[config.mk]
export PLATFORM = sky130hd
export DESIGN_NAME = pid_closed_loop_step_top
export DESIGN_NICKNAME = d
export VERILOG_FILES = /design/src/rtl/pcls_pkg.sv /design/src/rtl/pcls_ctrl.sv /design/src/rtl/pcls_dpath.sv /design/src/rtl/pid_closed_loop_step_top.sv
export VERILOG_INCLUDE_DIRS = /design/src /design/src/rtl
export SDC_FILE = /design/constraint.sdc
export NUM_CORES = 2
export LEC_CHECK = 0
export BUFFER_PORTS_ARGS = -buffer_cell sky130_fd_sc_hd__buf_2
export CORE_MARGIN = 8
export CORE_UTILIZATION = 40
export DETAILED_ROUTE_END_ITERATION = 6
export HOLD_SLACK_MARGIN = 0.1
export MAX_ROUTING_LAYER = met4
export PLACE_DENSITY = 0.53
export SYNTH_ARGS = -nofsm -noshare
export SYNTH_HDL_FRONTEND = slang
export SYNTH_SLANG_ARGS = --single-unit
[constraint.sdc]
create_clock -name clk_i -period 11.98 [get_ports clk_i]
set_input_delay 1.198 -clock clk_i [delete_from_list [all_inputs] [get_ports clk_i]]
set_output_delay 1.198 -clock clk_i [all_outputs]
set_load 0.005 [all_outputs]
[src/rtl/pid_closed_loop_step_top_assert.svh]
// Assertion macros shared by the PID closed-loop step RTL.
// Each macro expects clk_i and rst_ni to be visible where it is used.
`ifndef PID_CLOSED_LOOP_STEP_TOP_ASSERT_SVH
`define PID_CLOSED_LOOP_STEP_TOP_ASSERT_SVH

// Same-cycle implication, disabled while reset is asserted.
`define PCLS_ASSERT_NOW(lbl, ante, cons, msg) \
  lbl: assert property (@(posedge clk_i) disable iff (!rst_ni) (ante) |-> (cons)) \
    else $error(msg);

// Next-cycle implication, disabled while reset is asserted.
`define PCLS_ASSERT_NEXT(lbl, ante, cons, msg) \
  lbl: assert property (@(posedge clk_i) disable iff (!rst_ni) (ante) |=> (cons)) \
    else $error(msg);

`endif

[src/rtl/pcls_pkg.sv]
// Shared types, constants and command encoding for the PID closed-loop step.
// Used by the controller, the datapath and the top level; no dependencies.
`timescale 1ns / 1ps

package pcls_pkg;

  // Fixed-point format of every value.
  localparam int DATA_WIDTH = 32;
  localparam int FRAC_BITS  = 16;

  // Coefficient register file.
  localparam int NUM_REGS  = 7;
  localparam int REG_IDX_W = 3;

  // Sequencer: step 0 happens at the accepting edge, the rest follow.
  localparam int STEP_W = 4;
  typedef logic [STEP_W-1:0] step_t;
  localparam step_t LAST_STEP = step_t'(15);

  // Register indexes of the configuration port.
  typedef enum logic [REG_IDX_W-1:0] {
    IDX_PROP_GAIN     = 3'd0,
    IDX_INTEGRAL_COEF = 3'd1,
    IDX_DERIV_GAIN    = 3'd2,
    IDX_DERIV_FB1     = 3'd3,
    IDX_DERIV_FB2     = 3'd4,
    IDX_PLANT_POLE    = 3'd5,
    IDX_PLANT_GAIN    = 3'd6
  } reg_idx_e;

  // Operand selects shared by the multiplier and the saturating adder.
  typedef enum logic [3:0] {
    OPND_ZERO = 4'd0,
    OPND_REF  = 4'd1,
    OPND_E    = 4'd2,
    OPND_T    = 4'd3,
    OPND_U    = 4'd4,
    OPND_W    = 4'd5,
    OPND_V    = 4'd6,
    OPND_M    = 4'd7,
    OPND_IACC = 4'd8,
    OPND_EL   = 4'd9,
    OPND_EB   = 4'd10,
    OPND_DL   = 4'd11,
    OPND_DB   = 4'd12,
    OPND_PL   = 4'd13
  } opnd_e;

  // Destination of the adder result.
  typedef enum logic [2:0] {
    DST_NONE = 3'd0,
    DST_E    = 3'd1,
    DST_T    = 3'd2,
    DST_U    = 3'd3,
    DST_W    = 3'd4,
    DST_V    = 3'd5
  } dst_e;

  // One datapath command per cycle.
  typedef struct packed {
    logic     mul_en;
    reg_idx_e mul_coef;
    opnd_e    mul_opnd;
    dst_e     alu_dst;
    opnd_e    alu_a;
    opnd_e    alu_b;
    logic     alu_sub;
    logic     commit;
  } cmd_t;

  localparam cmd_t CMD_NOP = '{
    mul_en:   1'b0,
    mul_coef: IDX_PROP_GAIN,
    mul_opnd: OPND_ZERO,
    alu_dst:  DST_NONE,
    alu_a:    OPND_ZERO,
    alu_b:    OPND_ZERO,
    alu_sub:  1'b0,
    commit:   1'b0
  };

  // Reset value of each coefficient register.
  function automatic logic signed [DATA_WIDTH-1:0] coef_reset(input reg_idx_e idx);
    logic signed [DATA_WIDTH-1:0] val;
    case (idx)
      IDX_PROP_GAIN:     val = DATA_WIDTH'(65536);
      IDX_INTEGRAL_COEF: val = DATA_WIDTH'(3277);
      IDX_DERIV_GAIN:    val = DATA_WIDTH'(1248305);
      IDX_DERIV_FB1:     val = DATA_WIDTH'(62415);
      IDX_DERIV_FB2:     val = DATA_WIDTH'(-31208);
      IDX_PLANT_POLE:    val = DATA_WIDTH'(59299);
      IDX_PLANT_GAIN:    val = DATA_WIDTH'(6237);
      default:           val = '0;
    endcase
    return val;
  endfunction

endpackage

[src/rtl/pcls_ctrl.sv]
// Sequencer for the PID closed-loop step: handshakes and per-cycle datapath commands.
// Depends on pcls_pkg and the assertion macro header.
`timescale 1ns / 1ps
`include "pid_closed_loop_step_top_assert.svh"

module pcls_ctrl (
  input  logic           clk_i,
  input  logic           rst_ni,
  input  logic           in_valid_i,
  output logic           in_stall_o,
  output logic           out_valid_o,
  input  logic           out_stall_i,
  output pcls_pkg::cmd_t cmd_o
);
  import pcls_pkg::*;

  typedef enum logic {
    S_IDLE,
    S_RUN
  } state_e;

  state_e state_q;
  step_t  step_q;
  logic   out_valid_q;
  logic   slot_free;
  cmd_t   cmd;

  // The output register can take a new result when empty or being drained.
  assign slot_free = !out_valid_q || !out_stall_i;

  // Command schedule. One multiply may issue per step; its product is registered
  // in prod_q, then rounded and saturated into m_q, where the adder reads it.
  always_comb begin
    cmd = CMD_NOP;
    case (state_q)
      S_IDLE: begin
        if (in_valid_i) begin
          // e = reference - plant_state
          cmd.alu_dst = DST_E;
          cmd.alu_a   = OPND_REF;
          cmd.alu_b   = OPND_PL;
          cmd.alu_sub = 1'b1;
        end
      end
      S_RUN: begin
        case (step_q)
          4'd1: begin
            cmd.alu_dst = DST_T;
            cmd.alu_a   = OPND_EL;
            cmd.alu_b   = OPND_EL;
          end
          4'd2: begin
            cmd.alu_dst = DST_T;
            cmd.alu_a   = OPND_E;
            cmd.alu_b   = OPND_T;
            cmd.alu_sub = 1'b1;
          end
          4'd3: begin
            // T becomes the error second difference.
            cmd.alu_dst  = DST_T;
            cmd.alu_a    = OPND_T;
            cmd.alu_b    = OPND_EB;
            cmd.mul_en   = 1'b1;
            cmd.mul_coef = IDX_PROP_GAIN;
            cmd.mul_opnd = OPND_E;
          end
          4'd4: begin
            cmd.mul_en   = 1'b1;
            cmd.mul_coef = IDX_INTEGRAL_COEF;
            cmd.mul_opnd = OPND_E;
          end
          4'd5: begin
            cmd.alu_dst  = DST_U;
            cmd.alu_a    = OPND_ZERO;
            cmd.alu_b    = OPND_M;
            cmd.mul_en   = 1'b1;
            cmd.mul_coef = IDX_INTEGRAL_COEF;
            cmd.mul_opnd = OPND_EL;
          end
          4'd6: begin
            cmd.alu_dst  = DST_W;
            cmd.alu_a    = OPND_IACC;
            cmd.alu_b    = OPND_M;
            cmd.mul_en   = 1'b1;
            cmd.mul_coef = IDX_DERIV_GAIN;
            cmd.mul_opnd = OPND_T;
          end
          4'd7: begin
            cmd.alu_dst  = DST_W;
            cmd.alu_a    = OPND_W;
            cmd.alu_b    = OPND_M;
            cmd.mul_en   = 1'b1;
            cmd.mul_coef = IDX_DERIV_FB1;
            cmd.mul_opnd = OPND_DL;
          end
          4'd8: begin
            cmd.alu_dst  = DST_V;
            cmd.alu_a    = OPND_ZERO;
            cmd.alu_b    = OPND_M;
            cmd.mul_en   = 1'b1;
            cmd.mul_coef = IDX_DERIV_FB2;
            cmd.mul_opnd = OPND_DB;
          end
          4'd9: begin
            cmd.alu_dst = DST_V;
            cmd.alu_a   = OPND_V;
            cmd.alu_b   = OPND_M;
            cmd.alu_sub = 1'b1;
          end
          4'd10: begin
            cmd.alu_dst = DST_V;
            cmd.alu_a   = OPND_V;
            cmd.alu_b   = OPND_M;
            cmd.alu_sub = 1'b1;
          end
          4'd11: begin
            cmd.alu_dst  = DST_U;
            cmd.alu_a    = OPND_U;
            cmd.alu_b    = OPND_W;
            cmd.mul_en   = 1'b1;
            cmd.mul_coef = IDX_PLANT_POLE;
            cmd.mul_opnd = OPND_PL;
          end
          4'd12: begin
            cmd.alu_dst = DST_U;
            cmd.alu_a   = OPND_U;
            cmd.alu_b   = OPND_V;
          end
          4'd13: begin
            cmd.alu_dst  = DST_T;
            cmd.alu_a    = OPND_ZERO;
            cmd.alu_b    = OPND_M;
            cmd.mul_en   = 1'b1;
            cmd.mul_coef = IDX_PLANT_GAIN;
            cmd.mul_opnd = OPND_U;
          end
          4'd15: begin
            // Final plant sum; commit only when the output register is free.
            if (slot_free) begin
              cmd.alu_a  = OPND_T;
              cmd.alu_b  = OPND_M;
              cmd.commit = 1'b1;
            end
          end
          default: begin
            cmd = CMD_NOP;
          end
        endcase
      end
      default: begin
        cmd = CMD_NOP;
      end
    endcase
  end

  // State, step counter and output valid flag.
  always_ff @(posedge clk_i or negedge rst_ni) begin
    if (!rst_ni) begin
      state_q     <= S_IDLE;
      step_q      <= '0;
      out_valid_q <= 1'b0;
    end else begin
      case (state_q)
        S_IDLE: begin
          if (in_valid_i) begin
            state_q <= S_RUN;
            step_q  <= step_t'(1);
          end
        end
        S_RUN: begin
          if (step_q != LAST_STEP) begin
            step_q <= step_q + step_t'(1);
          end else if (slot_free) begin
            state_q <= S_IDLE;
            step_q  <= '0;
          end
        end
        default: begin
          state_q <= S_IDLE;
        end
      endcase

      if (cmd.commit) begin
        out_valid_q <= 1'b1;
      end else if (out_valid_q && !out_stall_i) begin
        out_valid_q <= 1'b0;
      end
    end
  end

  assign in_stall_o  = (state_q != S_IDLE);
  assign out_valid_o = out_valid_q;
  assign cmd_o       = cmd;

  `PCLS_ASSERT_NEXT(a_accept_starts_run, in_valid_i && !in_stall_o, state_q == S_RUN && step_q == step_t'(1), "accepted transaction did not start the sequence")
  `PCLS_ASSERT_NOW(a_run_step_nonzero, state_q == S_RUN, step_q != '0, "sequencer running at step zero")
  `PCLS_ASSERT_NEXT(a_commit_sets_valid, cmd.commit, out_valid_q, "committed result not presented")
  `PCLS_ASSERT_NOW(a_commit_only_last, cmd.commit, state_q == S_RUN && step_q == LAST_STEP && slot_free, "commit outside the final step or into a full output register")

endmodule

[src/rtl/pcls_dpath.sv]
// Datapath for the PID closed-loop step: coefficients, loop state, one shared
// multiplier with rounding and saturation, and a saturating adder. Depends on pcls_pkg.
`timescale 1ns / 1ps

module pcls_dpath (
  input  logic                                   clk_i,
  input  logic                                   rst_ni,
  input  logic                                   cfg_we_i,
  input  logic [pcls_pkg::REG_IDX_W-1:0]         cfg_idx_i,
  input  logic signed [pcls_pkg::DATA_WIDTH-1:0] cfg_wdata_i,
  input  logic signed [pcls_pkg::DATA_WIDTH-1:0] reference_i,
  input  pcls_pkg::cmd_t                         cmd_i,
  output logic signed [pcls_pkg::DATA_WIDTH-1:0] drive_o,
  output logic signed [pcls_pkg::DATA_WIDTH-1:0] plant_out_o
);
  import pcls_pkg::*;

  localparam int D       = DATA_WIDTH;
  localparam int PROD_W  = 2 * DATA_WIDTH;
  localparam int ROUND_W = 2 * DATA_WIDTH + 1 - FRAC_BITS;

  typedef logic signed [D-1:0] word_t;

  localparam word_t MAX_POS = {1'b0, {(D-1){1'b1}}};
  localparam word_t MIN_NEG = {1'b1, {(D-1){1'b0}}};

  // Coefficient registers.
  word_t coef_q [NUM_REGS];

  // Loop state carried between samples.
  word_t iacc_q, el_q, eb_q, dl_q, db_q, pl_q;

  // Work registers for one sample.
  word_t e_q, t_q, u_q, w_q, v_q;

  // Multiplier pipeline: magnitude product, then rounded and saturated value.
  logic [PROD_W-1:0] prod_q;
  logic              neg_q;
  word_t             m_q;

  // Output register.
  word_t drive_q, plant_out_q;

  word_t             mul_a, mul_b, alu_a, alu_b, alu_res, m_d;
  logic [D-1:0]      mag_a, mag_b;
  logic [D:0]        sum;
  logic [PROD_W:0]   rnd;
  logic [ROUND_W-1:0] rmag, rlimit;
  logic [D-1:0]      rlow;

  function automatic word_t pick(input opnd_e sel, input word_t ref_v, input word_t e_v,
                                 input word_t t_v, input word_t u_v, input word_t w_v,
                                 input word_t v_v, input word_t m_v, input word_t iacc_v,
                                 input word_t el_v, input word_t eb_v, input word_t dl_v,
                                 input word_t db_v, input word_t pl_v);
    word_t r;
    case (sel)
      OPND_ZERO: r = '0;
      OPND_REF:  r = ref_v;
      OPND_E:    r = e_v;
      OPND_T:    r = t_v;
      OPND_U:    r = u_v;
      OPND_W:    r = w_v;
      OPND_V:    r = v_v;
      OPND_M:    r = m_v;
      OPND_IACC: r = iacc_v;
      OPND_EL:   r = el_v;
      OPND_EB:   r = eb_v;
      OPND_DL:   r = dl_v;
      OPND_DB:   r = db_v;
      OPND_PL:   r = pl_v;
      default:   r = '0;
    endcase
    return r;
  endfunction

  // Operand selection.
  always_comb begin
    mul_a = coef_q[cmd_i.mul_coef];
    mul_b = pick(cmd_i.mul_opnd, reference_i, e_q, t_q, u_q, w_q, v_q, m_q,
                 iacc_q, el_q, eb_q, dl_q, db_q, pl_q);
    alu_a = pick(cmd_i.alu_a, reference_i, e_q, t_q, u_q, w_q, v_q, m_q,
                 iacc_q, el_q, eb_q, dl_q, db_q, pl_q);
    alu_b = pick(cmd_i.alu_b, reference_i, e_q, t_q, u_q, w_q, v_q, m_q,
                 iacc_q, el_q, eb_q, dl_q, db_q, pl_q);
  end

  // Operand magnitudes; the most negative value maps to its true magnitude.
  assign mag_a = mul_a[D-1] ? (~mul_a + 1'b1) : mul_a;
  assign mag_b = mul_b[D-1] ? (~mul_b + 1'b1) : mul_b;

  // Saturating add or subtract in one extra bit.
  always_comb begin
    if (cmd_i.alu_sub) begin
      sum = {alu_a[D-1], alu_a} - {alu_b[D-1], alu_b};
    end else begin
      sum = {alu_a[D-1], alu_a} + {alu_b[D-1], alu_b};
    end
    if (sum[D] != sum[D-1]) begin
      alu_res = sum[D] ? MIN_NEG : MAX_POS;
    end else begin
      alu_res = sum[D-1:0];
    end
  end

  // Round the magnitude half away from zero, then saturate and restore the sign.
  always_comb begin
    rnd    = {1'b0, prod_q} + {{(PROD_W+1-FRAC_BITS){1'b0}}, 1'b1, {(FRAC_BITS-1){1'b0}}};
    rmag   = rnd[PROD_W:FRAC_BITS];
    rlimit = ROUND_W'(MAX_POS) + ROUND_W'(neg_q);
    rlow   = rmag[D-1:0];
    if (rmag > rlimit) begin
      m_d = neg_q ? MIN_NEG : MAX_POS;
    end else begin
      m_d = neg_q ? (~rlow + 1'b1) : rlow;
    end
  end

  // Coefficient register writes; indexes past the last register are ignored.
  always_ff @(posedge clk_i or negedge rst_ni) begin
    if (!rst_ni) begin
      for (int i = 0; i < NUM_REGS; i++) begin
        coef_q[i] <= coef_reset(reg_idx_e'(i));
      end
    end else if (cfg_we_i && (cfg_idx_i < REG_IDX_W'(NUM_REGS))) begin
      coef_q[cfg_idx_i] <= cfg_wdata_i;
    end
  end

  // Loop state is updated only when a sample commits.
  always_ff @(posedge clk_i or negedge rst_ni) begin
    if (!rst_ni) begin
      iacc_q <= '0;
      el_q   <= '0;
      eb_q   <= '0;
      dl_q   <= '0;
      db_q   <= '0;
      pl_q   <= '0;
    end else if (cmd_i.commit) begin
      iacc_q <= w_q;
      eb_q   <= el_q;
      el_q   <= e_q;
      db_q   <= dl_q;
      dl_q   <= v_q;
      pl_q   <= alu_res;
    end
  end

  // Work registers, multiplier pipeline and output register.
  always_ff @(posedge clk_i) begin
    case (cmd_i.alu_dst)
      DST_E:   e_q <= alu_res;
      DST_T:   t_q <= alu_res;
      DST_U:   u_q <= alu_res;
      DST_W:   w_q <= alu_res;
      DST_V:   v_q <= alu_res;
      default: begin
      end
    endcase

    if (cmd_i.mul_en) begin
      prod_q <= mag_a * mag_b;
      neg_q  <= mul_a[D-1] ^ mul_b[D-1];
    end
    m_q <= m_d;

    if (cmd_i.commit) begin
      drive_q     <= u_q;
      plant_out_q <= alu_res;
    end
  end

  assign drive_o     = drive_q;
  assign plant_out_o = plant_out_q;

endmodule

[src/rtl/pid_closed_loop_step_top.sv]
// PID closed-loop step, top level. An input transaction carries one reference
// sample; the block returns the controller drive and the new modelled plant
// output, both signed Q16.16 with saturation. Each sample runs through a
// fixed 16-step schedule on one shared 32x32 multiplier (a product register
// followed by a rounded and saturated register) and one saturating adder; a
// new sample is accepted only after the previous one has left the schedule.
// The output is registered: the next sample is accepted while a result still
// waits, but it cannot finish until that result has been taken. Coefficients
// must be written by the user through the cfg port only while the block is
// idle, unenforced by the block. Depends on pcls_pkg, pcls_ctrl, pcls_dpath.
`timescale 1ns / 1ps

module pid_closed_loop_step_top (
  input  logic                                   clk_i,
  input  logic                                   rst_ni,
  input  logic                                   cfg_we_i,
  input  logic [pcls_pkg::REG_IDX_W-1:0]         cfg_idx_i,
  input  logic signed [pcls_pkg::DATA_WIDTH-1:0] cfg_wdata_i,
  input  logic                                   in_valid_i,
  output logic                                   in_stall_o,
  input  logic signed [pcls_pkg::DATA_WIDTH-1:0] reference_i,
  output logic                                   out_valid_o,
  input  logic                                   out_stall_i,
  output logic signed [pcls_pkg::DATA_WIDTH-1:0] drive_o,
  output logic signed [pcls_pkg::DATA_WIDTH-1:0] plant_out_o
);
  import pcls_pkg::*;

  cmd_t cmd;

  // Sequencer and handshakes.
  pcls_ctrl u_ctrl (
    .clk_i       (clk_i),
    .rst_ni      (rst_ni),
    .in_valid_i  (in_valid_i),
    .in_stall_o  (in_stall_o),
    .out_valid_o (out_valid_o),
    .out_stall_i (out_stall_i),
    .cmd_o       (cmd)
  );

  // Arithmetic, coefficients and loop state.
  pcls_dpath u_dpath (
    .clk_i       (clk_i),
    .rst_ni      (rst_ni),
    .cfg_we_i    (cfg_we_i),
    .cfg_idx_i   (cfg_idx_i),
    .cfg_wdata_i (cfg_wdata_i),
    .reference_i (reference_i),
    .cmd_i       (cmd),
    .drive_o     (drive_o),
    .plant_out_o (plant_out_o)
  );

endmodule
==> results.json <==
{
  "relSlewSlack": 0.211,
  "synth_fp_nets": 8986,
  "period_minus_slack_ps": 11550,
  "clkSinkCount": 728,
  "async_flop_share": 0.580,
  "cp_slowest_cell": "or4b_4",
  "final_common_cell": "nand2_1",
  "critical_path.startpoint_type": "flop",
  "cts_tree": "done",
  "critPathKind": "flop to flop",
  "arrival_ps": 12000,
  "cp_common_cell": "fa_1",
  "die_h_um": 441,
  "initial_core_util": 0.402,
  "dpl.hpwl_um": 201000,
  "clockRootBuffer": "clkbuf_16",
  "wirelength_um": 265000,
  "first_global_vias": 61600,
  "pin_count": 138,
  "drt-initial-drc-count": 6122,
  "fill_cells": 17200,
  "final_nets": 9370,
  "fmax_mhz": 86.6,
  "setup.worst_path.start": "u_ctrl.step_q[1]",
  "synth.distinct_cells": 119,
  "dr.pass1.iters": 7,
  "die_area_um2": 195000,
  "gp_congestion": 0.942,
  "ys.flop_type": "dfrtp_1",
  "syn2layout_area_growth_pct": 14.7,
  "endpoint_kind": "flop",
  "ys_top_cells_by_area": "fa_1, dfrtp_1, edfxtp_1",
  "period_share": 0.964,
  "port_buffers": 137,
  "syn-mean-instance-area_um2": 9.41,
  "hp-class": "flop to flop",
  "drcViolationCount": 10,
  "rows": 156,
  "worst_pin_slew_ps": 1180,
  "setup_violations": 0,
  "ant_nets": 0,
  "grt_overflow_total": 0,
  "clockBufferDepth": 3,
  "required_ps": 12430,
  "clkLatencyLatePin_ps": 730,
  "yosys_warnings": 0,
  "synth_edf_count": 274,
  "dr_total_vias": 59400,
  "track_usage": 0.279,
  "grt_start_max_net_pins": 139,
  "worst-path-buf-inv": 7,
  "ys_ff_latch": 728,
  "vias_per_cell": 5.65,
  "critical-path-max-stage-delay_ps": 590,
  "antenna_found_initial": 10,
  "yosys.area.top_type_share": 0.248,
  "hp-start": "u_dpath.v_q[1]",
  "multi_input_area_um2": 48100,
  "die_w_um": 441,
  "max_cap_violations": 0,
  "violations": "design-rule violations",
  "netlist_area_um2": 72300,
  "grt_pass1_wl_um": 400000,
  "cts.clk_slew.worst_paths_ps": 70,
  "seq_area_um2": 19500,
  "crit_fanout": 5,
  "hold_violations": 0,
  "seq_area_frac_synth": 0.270,
  "path_delay_family": "adder cells",
  "final_cell_mix": "nand2_1, inv_1, fa_1, nor2_1, buf_4",
  "wl_per_cell_um": 25.2,
  "syn_inst": 7684,
  "holdWs_ps": 461,
  "slew_violations": 0,
  "outcome": "complete, but fails checks",
  "yosysTopAreaCell": "fa_1",
  "clock_skew_ps": 69.0,
  "fp.coreArea_um2": 180000,
  "drive_gt1_frac": 0.174,
  "cts_buffers": 82,
  "htreeDepth": 3,
  "r2r_start": "u_ctrl.step_q[1]"
}
what timing repair did:
action | CTS | global route
pin swaps | 0 | 17
setup endpoints to repair | 5 | 28
hold buffers | 0 | 0
endpoints found under the hold margin | 0 | 0
gates cloned | 0 | 1
gates resized for setup | 2 | 71
setup buffers | 0 | 20
per-stage QoR:
stage	utilization	setup slack, ps	TNS [ps]	cells	area, µm²
4_1_cts	0.457	18.5	0	10500	82400
2_1_floorplan	-	680	0	7684	72300
6_report	0.460	429	0	10500	82900
3_5_place_dp	0.441	-43.9	-77.1	10300	79400
5_1_grt	0.460	-27.3	-27.3	10500	82900
3_3_place_gp	0.441	106	0	10300	79400
cell type report:
| class | count | share of cell area |
|---|---|---|
| well taps | 2370 | 0.0358 |
| multi-input cells | 5508 | 0.580 |
| clock buffers | 113 | 0.0282 |
| diodes | 11 | 0.000332 |
| repair buffers | 718 | 0.0670 |
| flip-flops and latches | 728 | 0.235 |
| inverters | 1030 | 0.0467 |
| clock inverters | 41 | 0.00715 |
worst min-delay path: stages (launching register included):
cell and delay (ps):
edfxtp_1 380, nand2_1 60, nand2_1 50
per-layer routing:
layer | up-vias | part of all wire | global-route usage
met3 | 621 | 0.081 | 0.0519
met5 | - | 0 | -
met4 | 0 | 0.053 | 0.120
met1 | 30200 | 0.42 | 0.363
li1 | 25900 | - | -
met2 | 2614 | 0.45 | 0.429
registers in the layout, summed over array words and instances (netlist names), 32 cells and up:
signal / cells
u_dpath.u_q: 32
u_dpath.plant_out_o: 32
u_dpath.w_q: 32
u_dpath.db_q: 32
u_dpath.el_q: 32
u_dpath.t_q: 32
u_dpath.coef_q: 224
u_dpath.e_q: 32
u_dpath.drive_o: 32
u_dpath.v_q: 32
u_dpath.m_q: 32
u_dpath.eb_q: 32
u_dpath.iacc_q: 32
u_dpath.dl_q: 32
u_dpath.prod_q: 49
u_dpath.pl_q: 32
kinds of logic after synthesis:
| group | Yosys count | share of synthesized area |
|---|---|---|
| flops | 728 | 0.270 |
| compound gates | 1050 | 0.104 |
| buf+inv | 1449 | 0.0793 |
| simple gates | 2613 | 0.155 |
| xor+xnor | 245 | 0.0300 |
| mux | 341 | 0.0521 |
| fa+ha+maj | 1258 | 0.310 |
cell usage after synthesis, types with 145 or more instances:
library cell and n:
o21ai_0 161, dfrtp_1 356, xnor2_1 145, ha_1 334
nor2_1 610, fa_1 896, mux2_2 260, inv_1 1028
a21oi_1 222, edfxtp_1 274, clkbuf_1 311, nand2_1 1423
path summary, 6_finish.rpt:
| path | end | slack (ps) | depth (start not counted) |
|---|---|---|---|
| worst max-delay path | u_dpath.prod_q[59] | 430 | 41 |
| worst min-delay path | u_dpath.dl_q[1] | 460 | 2 |
| worst max register to register | u_dpath.prod_q[59] | 430 | 41 |
| worst min register to register | u_dpath.dl_q[1] | 460 | 2 |
| max in group asynchronous | u_dpath.eb_q[5] | 9250 | 3 |
| min in group asynchronous | u_dpath.coef_q[180] | 550 | 1 |
Power is left out: the tool's default activity adds up to more than one toggle a clock period on the data nets, which glitch-free logic cannot reach.
